[src/bpl_pkg.sv]
// ----------------------------------------------------------------------------
// bpl_pkg
// shared types, codes and constants of the keypad press latch
// ----------------------------------------------------------------------------
package bpl_pkg;

    // lockout counter width, 8 to 32
    localparam int DELAY_BITS  = 32;
    localparam int CFG_WIDTH   = 32;
    localparam int NUM_BUTTONS = 5;
    localparam int BTN_WIDTH   = 3;

    localparam logic [CFG_WIDTH-1:0] DELAY_RESET = 32'd300000;

    // largest counter value, one bit wider than the register
    localparam logic [CFG_WIDTH:0] CNT_MAX =
        (33'd1 << DELAY_BITS) - 33'd1;

    // item kinds
    localparam logic [1:0] KIND_TICK  = 2'd0;
    localparam logic [1:0] KIND_SCAN  = 2'd1;
    localparam logic [1:0] KIND_GET   = 2'd2;
    localparam logic [1:0] KIND_CLEAR = 2'd3;

    // button codes
    localparam logic [BTN_WIDTH-1:0] BTN_CENTER = 3'd0;
    localparam logic [BTN_WIDTH-1:0] BTN_LEFT   = 3'd4;

    typedef struct packed {
        logic [1:0]             kind;
        logic [NUM_BUTTONS-1:0] levels;   // bit0 center .. bit4 left
    } t_item;

    typedef struct packed {
        logic                   scan_skipped;
        logic [NUM_BUTTONS-1:0] held_mask;
        logic [BTN_WIDTH-1:0]   read_button;
        logic                   read_valid;
    } t_result;

endpackage

[src/bpl_in_reg.sv]
// ----------------------------------------------------------------------------
// bpl_in_reg
// input register holding one accepted item until the core takes it
// ----------------------------------------------------------------------------
module bpl_in_reg
    import bpl_pkg::*;
(
    input  logic  i_clk,
    input  logic  i_rst_n,
    input  logic  i_valid,
    output logic  o_ready,
    input  t_item i_item,
    input  logic  i_take,
    output logic  o_valid,
    output t_item o_item
);

    logic  r_valid;
    t_item r_item;

    assign o_ready = !r_valid || i_take;
    assign o_valid = r_valid;
    assign o_item  = r_item;

    always_ff @(posedge i_clk) begin
        if (!i_rst_n) begin
            r_valid <= 1'b0;
        end else if (o_ready) begin
            r_valid <= i_valid;
        end
    end

    always_ff @(posedge i_clk) begin
        if (o_ready && i_valid) begin
            r_item <= i_item;
        end
    end

endmodule

[src/bpl_keypad.sv]
// ----------------------------------------------------------------------------
// bpl_keypad
// press state, edge detect, priority pick and lockout counter
// ----------------------------------------------------------------------------
module bpl_keypad
    import bpl_pkg::*;
(
    input  logic                 i_clk,
    input  logic                 i_rst_n,
    input  logic                 i_cfg_we,
    input  logic [CFG_WIDTH-1:0] i_cfg_wdata,
    input  logic                 i_fire,
    input  t_item                i_item,
    output t_result              o_result
);

    logic [CFG_WIDTH-1:0]   r_delay;
    logic [NUM_BUTTONS-1:0] r_last,   n_last;
    logic                   r_pend,   n_pend;
    logic [BTN_WIDTH-1:0]   r_btn,    n_btn;
    logic                   r_active, n_active;
    logic [DELAY_BITS-1:0]  r_rem,    n_rem;

    logic                   blocking;
    logic [NUM_BUTTONS-1:0] fell;
    logic [BTN_WIDTH-1:0]   pick;
    logic [DELAY_BITS-1:0]  load_val;

    assign blocking = r_active && (r_rem != '0);
    assign fell     = (i_item.levels ^ r_last) & ~i_item.levels;
    assign load_val = ({1'b0, r_delay} > CNT_MAX) ? {DELAY_BITS{1'b1}}
                                                  : r_delay[DELAY_BITS-1:0];

    // lowest index wins
    always_comb begin
        pick = BTN_CENTER;
        for (int i = NUM_BUTTONS - 1; i >= 0; i--) begin
            if (fell[i]) begin
                pick = BTN_WIDTH'(i);
            end
        end
    end

    always_comb begin
        n_last   = r_last;
        n_pend   = r_pend;
        n_btn    = r_btn;
        n_active = r_active;
        n_rem    = r_rem;
        o_result = '0;
        o_result.held_mask = ~i_item.levels;
        unique case (i_item.kind)
            KIND_TICK: begin
                if (blocking) begin
                    n_rem = r_rem - 1'b1;
                end
            end
            KIND_SCAN: begin
                if (r_pend || blocking) begin
                    o_result.scan_skipped = 1'b1;
                end else begin
                    n_active = 1'b0;
                    n_rem    = '0;
                    if (fell != '0) begin
                        n_pend   = 1'b1;
                        n_btn    = pick;
                        n_active = 1'b1;
                        n_rem    = load_val;
                    end
                    n_last = i_item.levels;
                end
            end
            KIND_GET: begin
                if (r_pend) begin
                    o_result.read_valid  = 1'b1;
                    o_result.read_button = r_btn;
                end
                n_pend = 1'b0;
            end
            KIND_CLEAR: begin
                n_last = '1;
            end
            default: begin
            end
        endcase
    end

    always_ff @(posedge i_clk) begin
        if (!i_rst_n) begin
            r_delay  <= DELAY_RESET;
            r_last   <= '0;
            r_pend   <= 1'b0;
            r_btn    <= BTN_CENTER;
            r_active <= 1'b0;
            r_rem    <= '0;
        end else begin
            if (i_cfg_we) begin
                r_delay <= i_cfg_wdata;
            end
            if (i_fire) begin
                r_last   <= n_last;
                r_pend   <= n_pend;
                r_btn    <= n_btn;
                r_active <= n_active;
                r_rem    <= n_rem;
            end
        end
    end

endmodule

[src/bpl_out_reg.sv]
// ----------------------------------------------------------------------------
// bpl_out_reg
// result register, holds a result until the downstream side takes it
// ----------------------------------------------------------------------------
module bpl_out_reg
    import bpl_pkg::*;
(
    input  logic    i_clk,
    input  logic    i_rst_n,
    input  logic    i_load,
    input  t_result i_result,
    input  logic    i_ready,
    output logic    o_space,
    output logic    o_valid,
    output t_result o_result
);

    logic    r_valid;
    t_result r_result;

    assign o_space  = !r_valid || i_ready;
    assign o_valid  = r_valid;
    assign o_result = r_result;

    always_ff @(posedge i_clk) begin
        if (!i_rst_n) begin
            r_valid <= 1'b0;
        end else if (o_space) begin
            r_valid <= i_load;
        end
    end

    always_ff @(posedge i_clk) begin
        if (i_load) begin
            r_result <= i_result;
        end
    end

endmodule

[src/button_press_latch_lockout_core.sv]
// ----------------------------------------------------------------------------
// button_press_latch_lockout_core
// five-button keypad front end: press latch, held mask and repeat lockout
// ----------------------------------------------------------------------------
// path: each item is held in the input register, then its result in the result
//   register, from which the result transfer is made
// throughput: one item per cycle unless m_axis_tready stalls, both registers advance together
// reset: synchronous active low; delay register returns to 300000, press
//   state, stored levels and lockout counter clear, no clearing pass
// ----------------------------------------------------------------------------
module button_press_latch_lockout_core
    import bpl_pkg::*;
(
    input  logic                 i_clk,
    input  logic                 i_rst_n,
    // configuration: button_delay
    input  logic                 i_cfg_we,
    input  logic [CFG_WIDTH-1:0] i_cfg_wdata,
    // input stream
    input  logic                 s_axis_tvalid,
    output logic                 s_axis_tready,
    input  logic [7:0]           s_axis_tdata,  // center, up, down, right, left, zero pad
    input  logic [1:0]           s_axis_tuser,  // kind
    // result stream
    output logic                 m_axis_tvalid,
    input  logic                 m_axis_tready,
    output logic [15:0]          m_axis_tdata   // read_valid, read_button[3], held_mask[5],
                                                // scan_skipped, zero pad
);

    t_item   in_item;
    t_item   stage_item;
    t_result core_result;
    t_result out_result;
    logic    stage_valid;
    logic    out_space;
    logic    w_adv;

    assign in_item.kind   = s_axis_tuser;
    assign in_item.levels = s_axis_tdata[NUM_BUTTONS-1:0];

    // an item moves from the input register to the result register
    // whenever the result register has room; state commits on that move
    assign w_adv = stage_valid && out_space;

    bpl_in_reg u_in (
        .i_clk   (i_clk),
        .i_rst_n (i_rst_n),
        .i_valid (s_axis_tvalid),
        .o_ready (s_axis_tready),
        .i_item  (in_item),
        .i_take  (w_adv),
        .o_valid (stage_valid),
        .o_item  (stage_item)
    );

    // decision logic and press state
    bpl_keypad u_keypad (
        .i_clk       (i_clk),
        .i_rst_n     (i_rst_n),
        .i_cfg_we    (i_cfg_we),
        .i_cfg_wdata (i_cfg_wdata),
        .i_fire      (w_adv),
        .i_item      (stage_item),
        .o_result    (core_result)
    );

    bpl_out_reg u_out (
        .i_clk    (i_clk),
        .i_rst_n  (i_rst_n),
        .i_load   (w_adv),
        .i_result (core_result),
        .i_ready  (m_axis_tready),
        .o_space  (out_space),
        .o_valid  (m_axis_tvalid),
        .o_result (out_result)
    );

    // packed result, lowest field first
    assign m_axis_tdata = {6'd0, out_result};

    // every item that leaves the input register shows up as a result
    a_adv_gives_result: assert property (@(posedge i_clk) disable iff (!i_rst_n)
        w_adv |=> m_axis_tvalid)
        else $error("advanced item did not reach result register");

    // a delivered press and a skipped scan never come from one item
    a_valid_skip_excl: assert property (@(posedge i_clk) disable iff (!i_rst_n)
        m_axis_tvalid && m_axis_tdata[0] |-> !m_axis_tdata[9])
        else $error("read_valid and scan_skipped both set");

    // no press delivered means button field is zero, else a legal code
    a_button_code: assert property (@(posedge i_clk) disable iff (!i_rst_n)
        m_axis_tvalid |-> (m_axis_tdata[0] ? (m_axis_tdata[3:1] <= BTN_LEFT)
                                           : (m_axis_tdata[3:1] == BTN_CENTER)))
        else $error("bad read_button value");

endmodule
[config.mk]
export PLATFORM = sky130hd
export DESIGN_NAME = button_press_latch_lockout_core
export DESIGN_NICKNAME = d
export VERILOG_FILES = /design/src/bpl_pkg.sv /design/src/bpl_in_reg.sv /design/src/bpl_keypad.sv /design/src/bpl_out_reg.sv /design/src/button_press_latch_lockout_core.sv
export SDC_FILE = /design/constraint.sdc
export NUM_CORES = 1
export LEC_CHECK = 0
export BUFFER_PORTS_ARGS = -buffer_cell sky130_fd_sc_hd__buf_4
export CAP_MARGIN = 20
export CORE_MARGIN = 2
export CORE_UTILIZATION = 35
export DETAILED_ROUTE_END_ITERATION = 10
export GPL_TIMING_DRIVEN = 0
export PLACE_DENSITY = 0.55
export SLEW_MARGIN = 30
export SYNTH_ARGS = -nofsm -noshare
export SYNTH_HDL_FRONTEND = slang
export SYNTH_SLANG_ARGS = --single-unit
[constraint.sdc]
create_clock -name i_clk -period 2.2 [get_ports i_clk]
set_input_delay 0.22 -clock i_clk [delete_from_list [all_inputs] [get_ports i_clk]]
set_output_delay 0.22 -clock i_clk [all_outputs]
set_load 0.03 [all_outputs]
==> results of run 1 <==
## how the worst max path moves through the flow
| stage | to | slack (ns) | cells after the start |
|---|---|---|---|
| after global placement | u_keypad.r_rem[26]$_SDFFE_PN0P_ | -0.93 | 8 |
| after detailed placement | u_keypad.r_rem[26]$_SDFFE_PN0P_ | -0.74 | 9 |
| after CTS | u_keypad.r_rem[27]$_SDFFE_PN0P_ | -0.03 | 9 |
| final | u_keypad.r_rem[25]$_SDFFE_PN0P_ | -0.10 | 9 |
| after floorplan | u_keypad.r_last[0]$_SDFFE_PN0P_ | 0.004 | 6 |
| after global routing | u_keypad.r_rem[27]$_SDFFE_PN0P_ | -0.17 | 10 |
## per-layer routing
| metal | track usage | vias up | wire length (µm) |
|---|---|---|---|
| met5 | 0 | - | 0 |
| met4 | 0.103 | 0 | 389 |
| met3 | 0.0392 | 35 | 1040 |
| met2 | 0.320 | 181 | 6800 |
| met1 | 0.269 | 2030 | 6240 |
| li1 | - | 2013 | - |
## worst max-delay path: cells and delay by family, from the launching register on
| family | cells | cell delay (ns) |
|---|---|---|
| buf+inv | 3 | 0.51 |
| flops | 1 | 0.39 |
| compound gates | 3 | 0.47 |
| simple gates | 3 | 0.78 |
## cell type report
class,instances,share of cell area
buffer,39,0.0430
clock buffer,10,0.0387
clock inverter,6,0.0143
inverter,16,0.00929
multi-input combinational,343,0.424
sequential,93,0.316
tap,172,0.0333
timing repair buffer,91,0.121
## logic make-up after synthesis
logic type | Yosys count | synth area share
adders and majority gates | 5 | 0.0138
and+or+nand+nor | 164 | 0.184
xor gates and xnor gates | 12 | 0.0233
other | 1 | 0.000830
buffers and inverters | 56 | 0.0557
muxes | 33 | 0.0731
AOI/OAI and AO/OA | 123 | 0.199
DFF | 93 | 0.450
## cell usage in the layout (no fill, tap or decap), types with 7 or more instances in the layout
cell type  netlist  layout
a21oi_1         31      29
a22oi_1         12      12
buf_4            7      88
clkbuf_1        20      12
clkbuf_16        0      13
dfxtp_1         76      71
edfxtp_1        17      17
inv_1           16      16
mux2i_1         33      33
nand2_1         38      35
nand3_1         10       9
nor2_1          54      52
nor3_1          15       7
nor3_4           0       7
o21ai_0          9       7
o31ai_1         13       9
xor2_1           7       7
## flip-flops by register name, summed over array words and instances (netlist names), 3 cells and up
register,count
u_keypad.r_last,5
u_keypad.r_rem,32
u_in.o_item,7
u_keypad.r_btn,3
u_keypad.load_val,32
u_out.o_result,10
## power groups by stage
stage	Sequential (mW)	Clock (mW)	Combinational, mW
final	1.93	1.79	1.85
after global routing	1.94	1.88	1.97
after CTS	1.92	1.81	1.52
after detailed placement	1.95	0	1.25
after global placement	1.95	0	1.24
after floorplan	1.94	0	0.921
## repair_timing
item	4_1_cts	5_1_grt
hold buffers	0	0
gates resized for setup	54	71
buffers inserted	18	15
gates cloned	2	3
pin swaps	14	20
setup endpoints to repair	43	41
## metrics by stage
step / total power [mW] / area (µm²) / hold WS [ns]
finish: 5.57 / 6460 / 0.0342
global route: 5.79 / 6460 / 0.0336
detailed placement: 3.20 / 5170 / 0.399
global placement: 3.18 / 5170 / 0.400
floorplan: 2.86 / 4560 / 0.319
CTS: 5.24 / 5940 / 0.0332
==> results.yml, run 1 <==
floorplanning:
  die_x_um: 118
  ios: 65
  dieArea_um2: 13800
  core_area_um2: 12600
  rows: 41
  die_h_um: 118
  initial_core_util: 0.358
drt:
  post_drt_wl_per_cell_um: 18.8
  route.vias.total: 4259
  ant_nets: 0
  drc: 0
  avgViaCountPerCell: 5.53
  finalWirelength_mm: 14.5
  dr.pass1.iters: 5
  drt_iter0_drc: 284
min_path:
  hp-start: "s_axis_tdata[2]"
  holdPathStages: 1
  hold_path_class: "input pin to flip-flop"
  min_delay_worst_endpoint: "u_in.o_item[2]$_DFFE_PP_"
timing:
  rsz0062_at_grt: "true"
  finalSetupViolCount: 26
  slew_violations: 0
  fin_ws_ns: -0.104
  max-slew-margin-rel: 0.269
  finalHoldViolations: 0
  clock_skew_ns: 0.0106
  fin_crit_ns: 2.30
  fmax_mhz: 434
  worst_pin_slew_ns: 1.10
  fin_setup_tns_ns: -0.968
  fin_crit_sh: 1.05
global_route:
  grt_usage: 0.204
  grt_first_pass_wirelength_mm: 22.2
  grt_pass1_vias: 4154
  grt_max_degree: 17
  antenna_found_initial: 0
  overflow: 0
pwr:
  p_leak_nw: 2.63
  pwr-share-comb: 0.333
  power.switching_mw: 1.82
  vdd_drop_max_uv: 526
  p_per_area_nw_per_um2: 861
  clock_power_share: 0.321
  power.internal_mw: 3.74
  seqPwrFrac: 0.346
  swShare: 0.328
synth:
  async_flop_share: 0
  synth_cell_types: 61
  synth_edf_count: 17
  yosysTopAreaCellShare: 0.337
  seq_area_frac_synth: 0.450
  ys.flop_type: "dfxtp_1"
  synth_warnings: 0
  synth_commonest_cells: "dfxtp_1, nor2_1, nand2_1, mux2i_1, a21oi_1"
  synth_area_per_cell_um2: 9.28
  synth.most_common_cell: "dfxtp_1"
  syn_inst: 487
  synthTopCellsByArea: "dfxtp_1, edfxtp_1, mux2i_1"
  synth_area_um2: 4520
  synth_seq_cells: 93
  yosysTopAreaCell: "dfxtp_1"
critical_path:
  setup.worst_path.start_class: "flip-flop"
  cp_max_fo: 6
  critical-path-slowest-cell: "dfxtp_1"
  cpPeakStageDelay_ns: 0.39
  rr_startpoint: "u_keypad.r_rem[8]$_SDFFE_PN0P_"
  critPathLaunch: "u_keypad.r_rem[8]$_SDFFE_PN0P_"
  critPathArrivalTime_ns: 2.52
  cp-end-kind: "flip-flop"
  reg2reg_slack_ns: -0.10
  worstReg2RegEnd: "u_keypad.r_rem[25]$_SDFFE_PN0P_"
  reg2reg_depth: 9
  crit_type: "flip-flop to flip-flop"
  critical_path_required_ns: 2.41
  path_cells: "nor4_4 -> nand2_2 -> nor4_4 -> buf_6 -> a22oi_2 -> buf_6 -> buf_12 -> o311ai_4 -> o31ai_1"
layout:
  final_core_util: 0.512
  area_growth_pct: 43.0
  finalNonFillerCells: 770
  antennaDiodeCount: 0
  multi_input_area_um2: 2740
  register_area_um2: 2040
  n_fill_cell: 1174
  drive_gt1_frac: 0.328
  final_nets: 645
clock_tree:
  htree_levels: 3
  clockBufferDepth: 2
  cts_buffers: 9
  cts_tree: "built"
  root_buffer: "clkbuf_16"
  clk_pin_slew_worst_paths_ns: 0.07
  clk_latency_ns: 0.36
  cts.sinks: 93
placed_design:
  dp.cells: 717
  io_buffers: 53
  pre_cts_ws_ns: -0.739
  hpwlAfterDp_mm: 9.11
  gp_congestion: 0.907
run_status:
  status: "finished with violations"
  violations: "negative setup slack"
job:
  max_cap_viol_count: 0
Power figures use the tool's default switching activity.
==> run 2: changes to the inputs <==
- SYNTH_HIERARCHICAL: default -> 1
==> results.yml, run 2 <==
placed_design:
  gp_congestion: 0.978
  dp.cells: 730
  io_buffers: 54
  hpwlAfterDp_mm: 10.3
  pre_cts_ws_ns: -0.707
  placedInstanceArea_um2: 5480
clock_tree:
  cts_hold_buf: 0
  clk_pin_slew_worst_paths_ns: 0.07
  clockBufferDepth: 2
  htree_levels: 3
  clk_latency_ns: 0.36
  root_buffer: "clkbuf_16"
  cts_tree: "built"
  cts.sinks: 93
  cts_buffers: 9
synth:
  ys.flop_type: "dfxtp_1"
  synth_warnings: 6
  synth.most_common_cell: "dfxtp_1"
  syn_inst: 495
  synth_area_per_cell_um2: 9.50
  synth_commonest_cells: "dfxtp_1, nand2_1, nor2_1, mux2i_1, clkbuf_1"
  synth_cell_types: 73
  yosysTopAreaCell: "dfxtp_1"
  synthTopCellsByArea: "dfxtp_1, edfxtp_1, mux2i_1"
  synth_edf_count: 17
  yosysTopAreaCellShare: 0.323
  synth_seq_cells: 93
  async_flop_share: 0
  seq_area_frac_synth: 0.432
  synth_area_um2: 4700
critical_path:
  cp-end-kind: "flip-flop"
  crit_type: "flip-flop to flip-flop"
  critical_path_required_ns: 2.47
  critPathArrivalTime_ns: 2.65
  rr_startpoint: "u_keypad/r_rem[0]$_SDFFE_PN0P_"
  setup.worst_path.start_class: "flip-flop"
  cp_max_fo: 7
  reg2reg_slack_ns: -0.18
  worstReg2RegEnd: "u_keypad/r_rem[30]$_SDFFE_PN0P_"
  reg2reg_depth: 10
global_route:
  grt_first_pass_wirelength_mm: 25.0
  grt_pass1_vias: 4445
  antenna_found_initial: 0
  overflow: 0
  grt_max_degree: 18
  grt_usage: 0.228
drt:
  ant_nets: 0
  route.vias.total: 4571
  dr.pass1.iters: 5
  avgViaCountPerCell: 5.80
  drt_iter0_drc: 365
  finalWirelength_mm: 16.3
  drc: 0
  post_drt_wl_per_cell_um: 20.7
layout:
  drive_gt1_frac: 0.400
  n_fill_cell: 1177
  final_nets: 655
  area_growth_pct: 46.0
  final_cell_mix: "buf_4, dfxtp_1, nand2_1"
  register_area_um2: 2050
  layout_commonest_cell: "buf_4"
  final_core_util: 0.521
  multi_input_area_um2: 3070
  fin_area_um2: 6870
  antennaDiodeCount: 0
  finalNonFillerCells: 788
pwr:
  power_mw: 7.34
  p_leak_nw: 2.71
  vdd_drop_max_uv: 376
  p_per_area_nw_per_um2: 1070
min_path:
  holdPathStages: 1
  min_delay_worst_endpoint: "u_in/o_item[0]$_DFFE_PP_"
  hold_path_class: "input pin to flip-flop"
  hp-start: "s_axis_tdata[0]"
floorplanning:
  dieArea_um2: 14400
  die_h_um: 120
  core_area_um2: 13200
  ios: 65
  initial_core_util: 0.357
  die_x_um: 120
  rows: 42
timing:
  fin_ws_ns: -0.181
  finalHoldViolations: 0
  fin_crit_sh: 1.08
  clock_skew_ns: 0.00694
  fmax_mhz: 420
  fin_crit_ns: 2.38
  fin_setup_tns_ns: -4.64
  worst_pin_slew_ns: 0.976
  finalSetupViolCount: 38
  max-slew-margin-rel: 0.349
  finalHoldWorstSlack_ns: 0.0317
  rsz0062_at_grt: "true"
  slew_violations: 0
run_status:
  status: "finished with violations"
  violations: "negative setup slack"
job:
  max_cap_viol_count: 0
[run 2: changes by cell type after synthesis, sizes merged, moves of 9 or more]
cell and delta:
o32ai +12, o311ai -9, a31oi +13, a21oi -13
nor2 -15
[run 2: logic make-up after synthesis]
| group | after synthesis | share of synthesized area |
|---|---|---|
| adder cells (fa/ha/maj) | 1 | 0.00266 |
| AND/OR/NAND/NOR | 175 | 0.214 |
| other | 1 | 0.000797 |
| AO/OA/AOI/OAI | 127 | 0.212 |
| flip-flops | 93 | 0.432 |
| buffers and inverters | 62 | 0.0630 |
| XOR/XNOR | 3 | 0.00559 |
| multiplexers | 33 | 0.0702 |
[run 2: worst max-delay path by stage]
stage,from,to,cells after the start
after global routing,u_keypad/r_rem[0]$_SDFFE_PN0P_,u_keypad/r_rem[3]$_SDFFE_PN0P_,11
after CTS,u_keypad/r_rem[29]$_SDFFE_PN0P_,u_keypad/r_rem[18]$_SDFFE_PN0P_,8
after global placement,u_keypad/r_rem[16]$_SDFFE_PN0P_,u_keypad/r_rem[18]$_SDFFE_PN0P_,6
after detailed placement,u_keypad/r_rem[16]$_SDFFE_PN0P_,u_keypad/r_rem[7]$_SDFFE_PN0P_,6
final,u_keypad/r_rem[0]$_SDFFE_PN0P_,u_keypad/r_rem[30]$_SDFFE_PN0P_,10
after floorplan,u_keypad/r_rem[29]$_SDFFE_PN0P_,u_keypad/r_rem[16]$_SDFFE_PN0P_,8
[run 2: critical path, stage by stage (launching register included)]
cell and delay [ns]:
dfxtp_4 0.36, inv_4 0.06, ha_4 0.14, nor4b_4 0.33, nand4_1 0.20, buf_4 0.21
o31ai_4 0.30, buf_6 0.19, buf_8 0.13, a31oi_2 0.09, a311oi_2 0.27
[run 2: power breakdown]
group	internal (mW)	leakage, nW	switching [mW]
logic	1.69	1.77	2.01
clock network	0.895	0.149	0.727
registers	1.87	0.790	0.153
[run 2: cell type report]
| cell class | count | share of cell area |
|---|---|---|
| Multi-Input combinational cell | 345 | 0.448 |
| Sequential cell | 93 | 0.298 |
| Timing Repair Buffer | 104 | 0.131 |
| Buffer | 39 | 0.0386 |
| Clock buffer | 9 | 0.0328 |
| Tap cell | 176 | 0.0321 |
| Clock inverter | 7 | 0.0113 |
| Inverter | 15 | 0.00856 |
[run 2: repair_timing]
item / CTS / global route
endpoints found under the hold margin: 0 / 0
endpoints found under the setup margin: 43 / 43
cloned: 5 / 0
buffers inserted: 29 / 18
gates resized for setup: 77 / 61
pin swaps: 26 / 34
[run 2: layer usage]
metal | share of wire | up-vias | global-route usage
li1 | - | 2108 | -
met1 | 0.42 | 2213 | 0.297
met2 | 0.46 | 210 | 0.357
met3 | 0.085 | 40 | 0.0542
met4 | 0.031 | 0 | 0.104
met5 | 0 | - | 0
==> run 3: changes to the inputs <==
- ABC_AREA: default -> 1
==> results.yml, run 3 <==
synth:
  synth_cell_types: 29
  synth_commonest_cells: "nand2_1, nor2_1, inv_1, dfxtp_1, o21ai_0"
  yosys.area_share.adder: 0.00258
  synth_area_per_cell_um2: 6.53
  yosysTopAreaCell: "dfxtp_1"
  async_flop_share: 0
  synthTopCellsByArea: "dfxtp_1, nand2_1, nor2_1"
  synth_seq_cells: 93
  syn_inst: 742
  synth_area_um2: 4840
  synth_compound_area_frac: 0.0907
  yosys.area_share.simple: 0.376
  synth_xor_area_frac: 0.00543
  synth_warnings: 6
  ys.flop_type: "dfxtp_1"
  synth_top_family_by_area: "simple AND/OR/NAND/NOR gates"
  synth.most_common_cell: "nand2_1"
  muxShareOfSynthArea: 0
  yosysTopAreaCellShare: 0.314
  seq_area_frac_synth: 0.420
  synth_edf_count: 17
drt:
  dr.pass1.iters: 8
  drc: 0
  post_drt_wl_per_cell_um: 13.4
  avgViaCountPerCell: 4.72
  route.vias.total: 4699
  drt_iter0_drc: 340
  finalWirelength_mm: 13.3
  ant_nets: 0
clock_tree:
  clockBufferDepth: 2
  htree_levels: 3
  root_buffer: "clkbuf_16"
  clk_pin_slew_worst_paths_ns: 0.06
  cts.sinks: 93
  clk_latency_ns: 0.34
  cts_tree: "built"
  cts_buffers: 9
  cts_hold_buf: 0
floorplanning:
  die_h_um: 122
  die_x_um: 122
  ios: 65
  initial_core_util: 0.361
  dieArea_um2: 14800
  rows: 42
  core_area_um2: 13400
layout:
  area_growth_pct: 21.4
  fin_area_um2: 5880
  final_nets: 863
  final_cell_mix: "nand2_1, nor2_1, inv_1"
  final_core_util: 0.439
  layout_commonest_cell: "nand2_1"
  antennaDiodeCount: 0
  drive_gt1_frac: 0.148
pwr:
  vdd_drop_max_uv: 330
  p_leak_nw: 2.85
  p_per_area_nw_per_um2: 755
timing:
  fin_crit_sh: 0.921
  finalHoldViolations: 0
  finalSetupViolCount: 0
  finalHoldWorstSlack_ns: 0.0502
  worst_pin_slew_ns: 0.731
  max-slew-margin-rel: 0.513
  fmax_mhz: 494
  fin_crit_ns: 2.03
  clock_skew_ns: 0.00657
  rsz0062_at_grt: "true"
  fin_setup_tns_ns: 0
  slew_violations: 0
critical_path:
  cp-end-kind: "flip-flop"
  cpPeakStageDelay_ns: 0.36
  critical-path-slowest-cell: "dfxtp_1"
  setup.worst_path.start_class: "flip-flop"
  critPathArrivalTime_ns: 2.26
  critPathBufInv: 2
  crit_type: "flip-flop to flip-flop"
  path_cells: "nor2_1 -> nand2_1 -> nor2_2 -> nand2_1 -> o21ai_4 -> nand2_2 -> nand2_2 -> buf_6 -> nand3_4 -> buf_6 -> nor2_1 -> nor2_1"
  critical_path_required_ns: 2.44
  crit_top_cell: "nor2_1"
  cp_max_fo: 10
  cp_top_family: "simple AND/OR/NAND/NOR gates"
global_route:
  grt_max_degree: 16
  grt_pass1_vias: 4380
  grt_first_pass_wirelength_mm: 22.0
  antenna_found_initial: 0
  overflow: 0
  grt_usage: 0.193
placed_design:
  io_buffers: 54
  placedInstanceArea_um2: 5490
  gp_congestion: 0.921
  hpwlAfterDp_mm: 10.2
job:
  max_cap_viol_count: 0
min_path:
  hold_path_class: "input pin to flip-flop"
run_status:
  status: "finished, final reports clean"
[run 3: kinds of logic after synthesis]
group | count (synthesis)
compound gates | 84
xor+xnor | 3
fa+ha+maj | 1
buf+inv | 119
flops | 93
other cells | 1
simple gates | 441
[run 3: power breakdown]
part           leakage (nW)  internal (mW)  switching [mW]
Sequential            0.788           1.83          0.0654
Clock                 0.143          0.875           0.668
Combinational          1.92          0.356           0.644
[run 3: through the flow]
step                      setup WS, ns  total power, mW  cells
after floorplan                  0.164             2.61    747
after global placement          -0.197             2.88    977
after detailed placement        -0.235             2.89    977
after CTS                      -0.0369             4.45    994
after global routing           -0.0131             4.72    996
final                            0.174             4.44    996
[run 3: per-layer routing]
layer,track usage,share of wire,vias up
met4,0.0697,0.015,0
met2,0.302,0.44,117
li1,-,-,2462
met5,0,0,-
met1,0.274,0.49,2105
met3,0.0229,0.051,15
[run 3: layout make-up]
class,count,area [µm²]
fillers,1414,7520
multi-input cells,535,2390
flip-flops and latches,93,2030
repair buffers,57,428
inverters,84,323
clock buffers,9,225
well taps,176,220
plain buffers,35,201
clock inverters,7,65.1
[run 3: final timing paths]
path	slack [ns]	start	cells past startpoint	to
max	0.17	u_keypad/r_rem[14]$_SDFFE_PN0P_	12	u_keypad/r_rem[29]$_SDFFE_PN0P_
min	0.05	s_axis_tdata[1]	1	u_in/o_item[1]$_DFFE_PP_
max reg2reg	0.17	u_keypad/r_rem[14]$_SDFFE_PN0P_	12	u_keypad/r_rem[29]$_SDFFE_PN0P_
min reg2reg	0.44	u_keypad/r_last[0]$_SDFFE_PN0P_	2	u_keypad/r_last[0]$_SDFFE_PN0P_
[run 3: timing repair]
| item | in CTS | in global routing |
|---|---|---|
| pin swaps | 1 | 0 |
| endpoints found under the setup margin | 38 | 39 |
| resized for setup | 6 | 17 |
| buffers inserted | 1 | 2 |
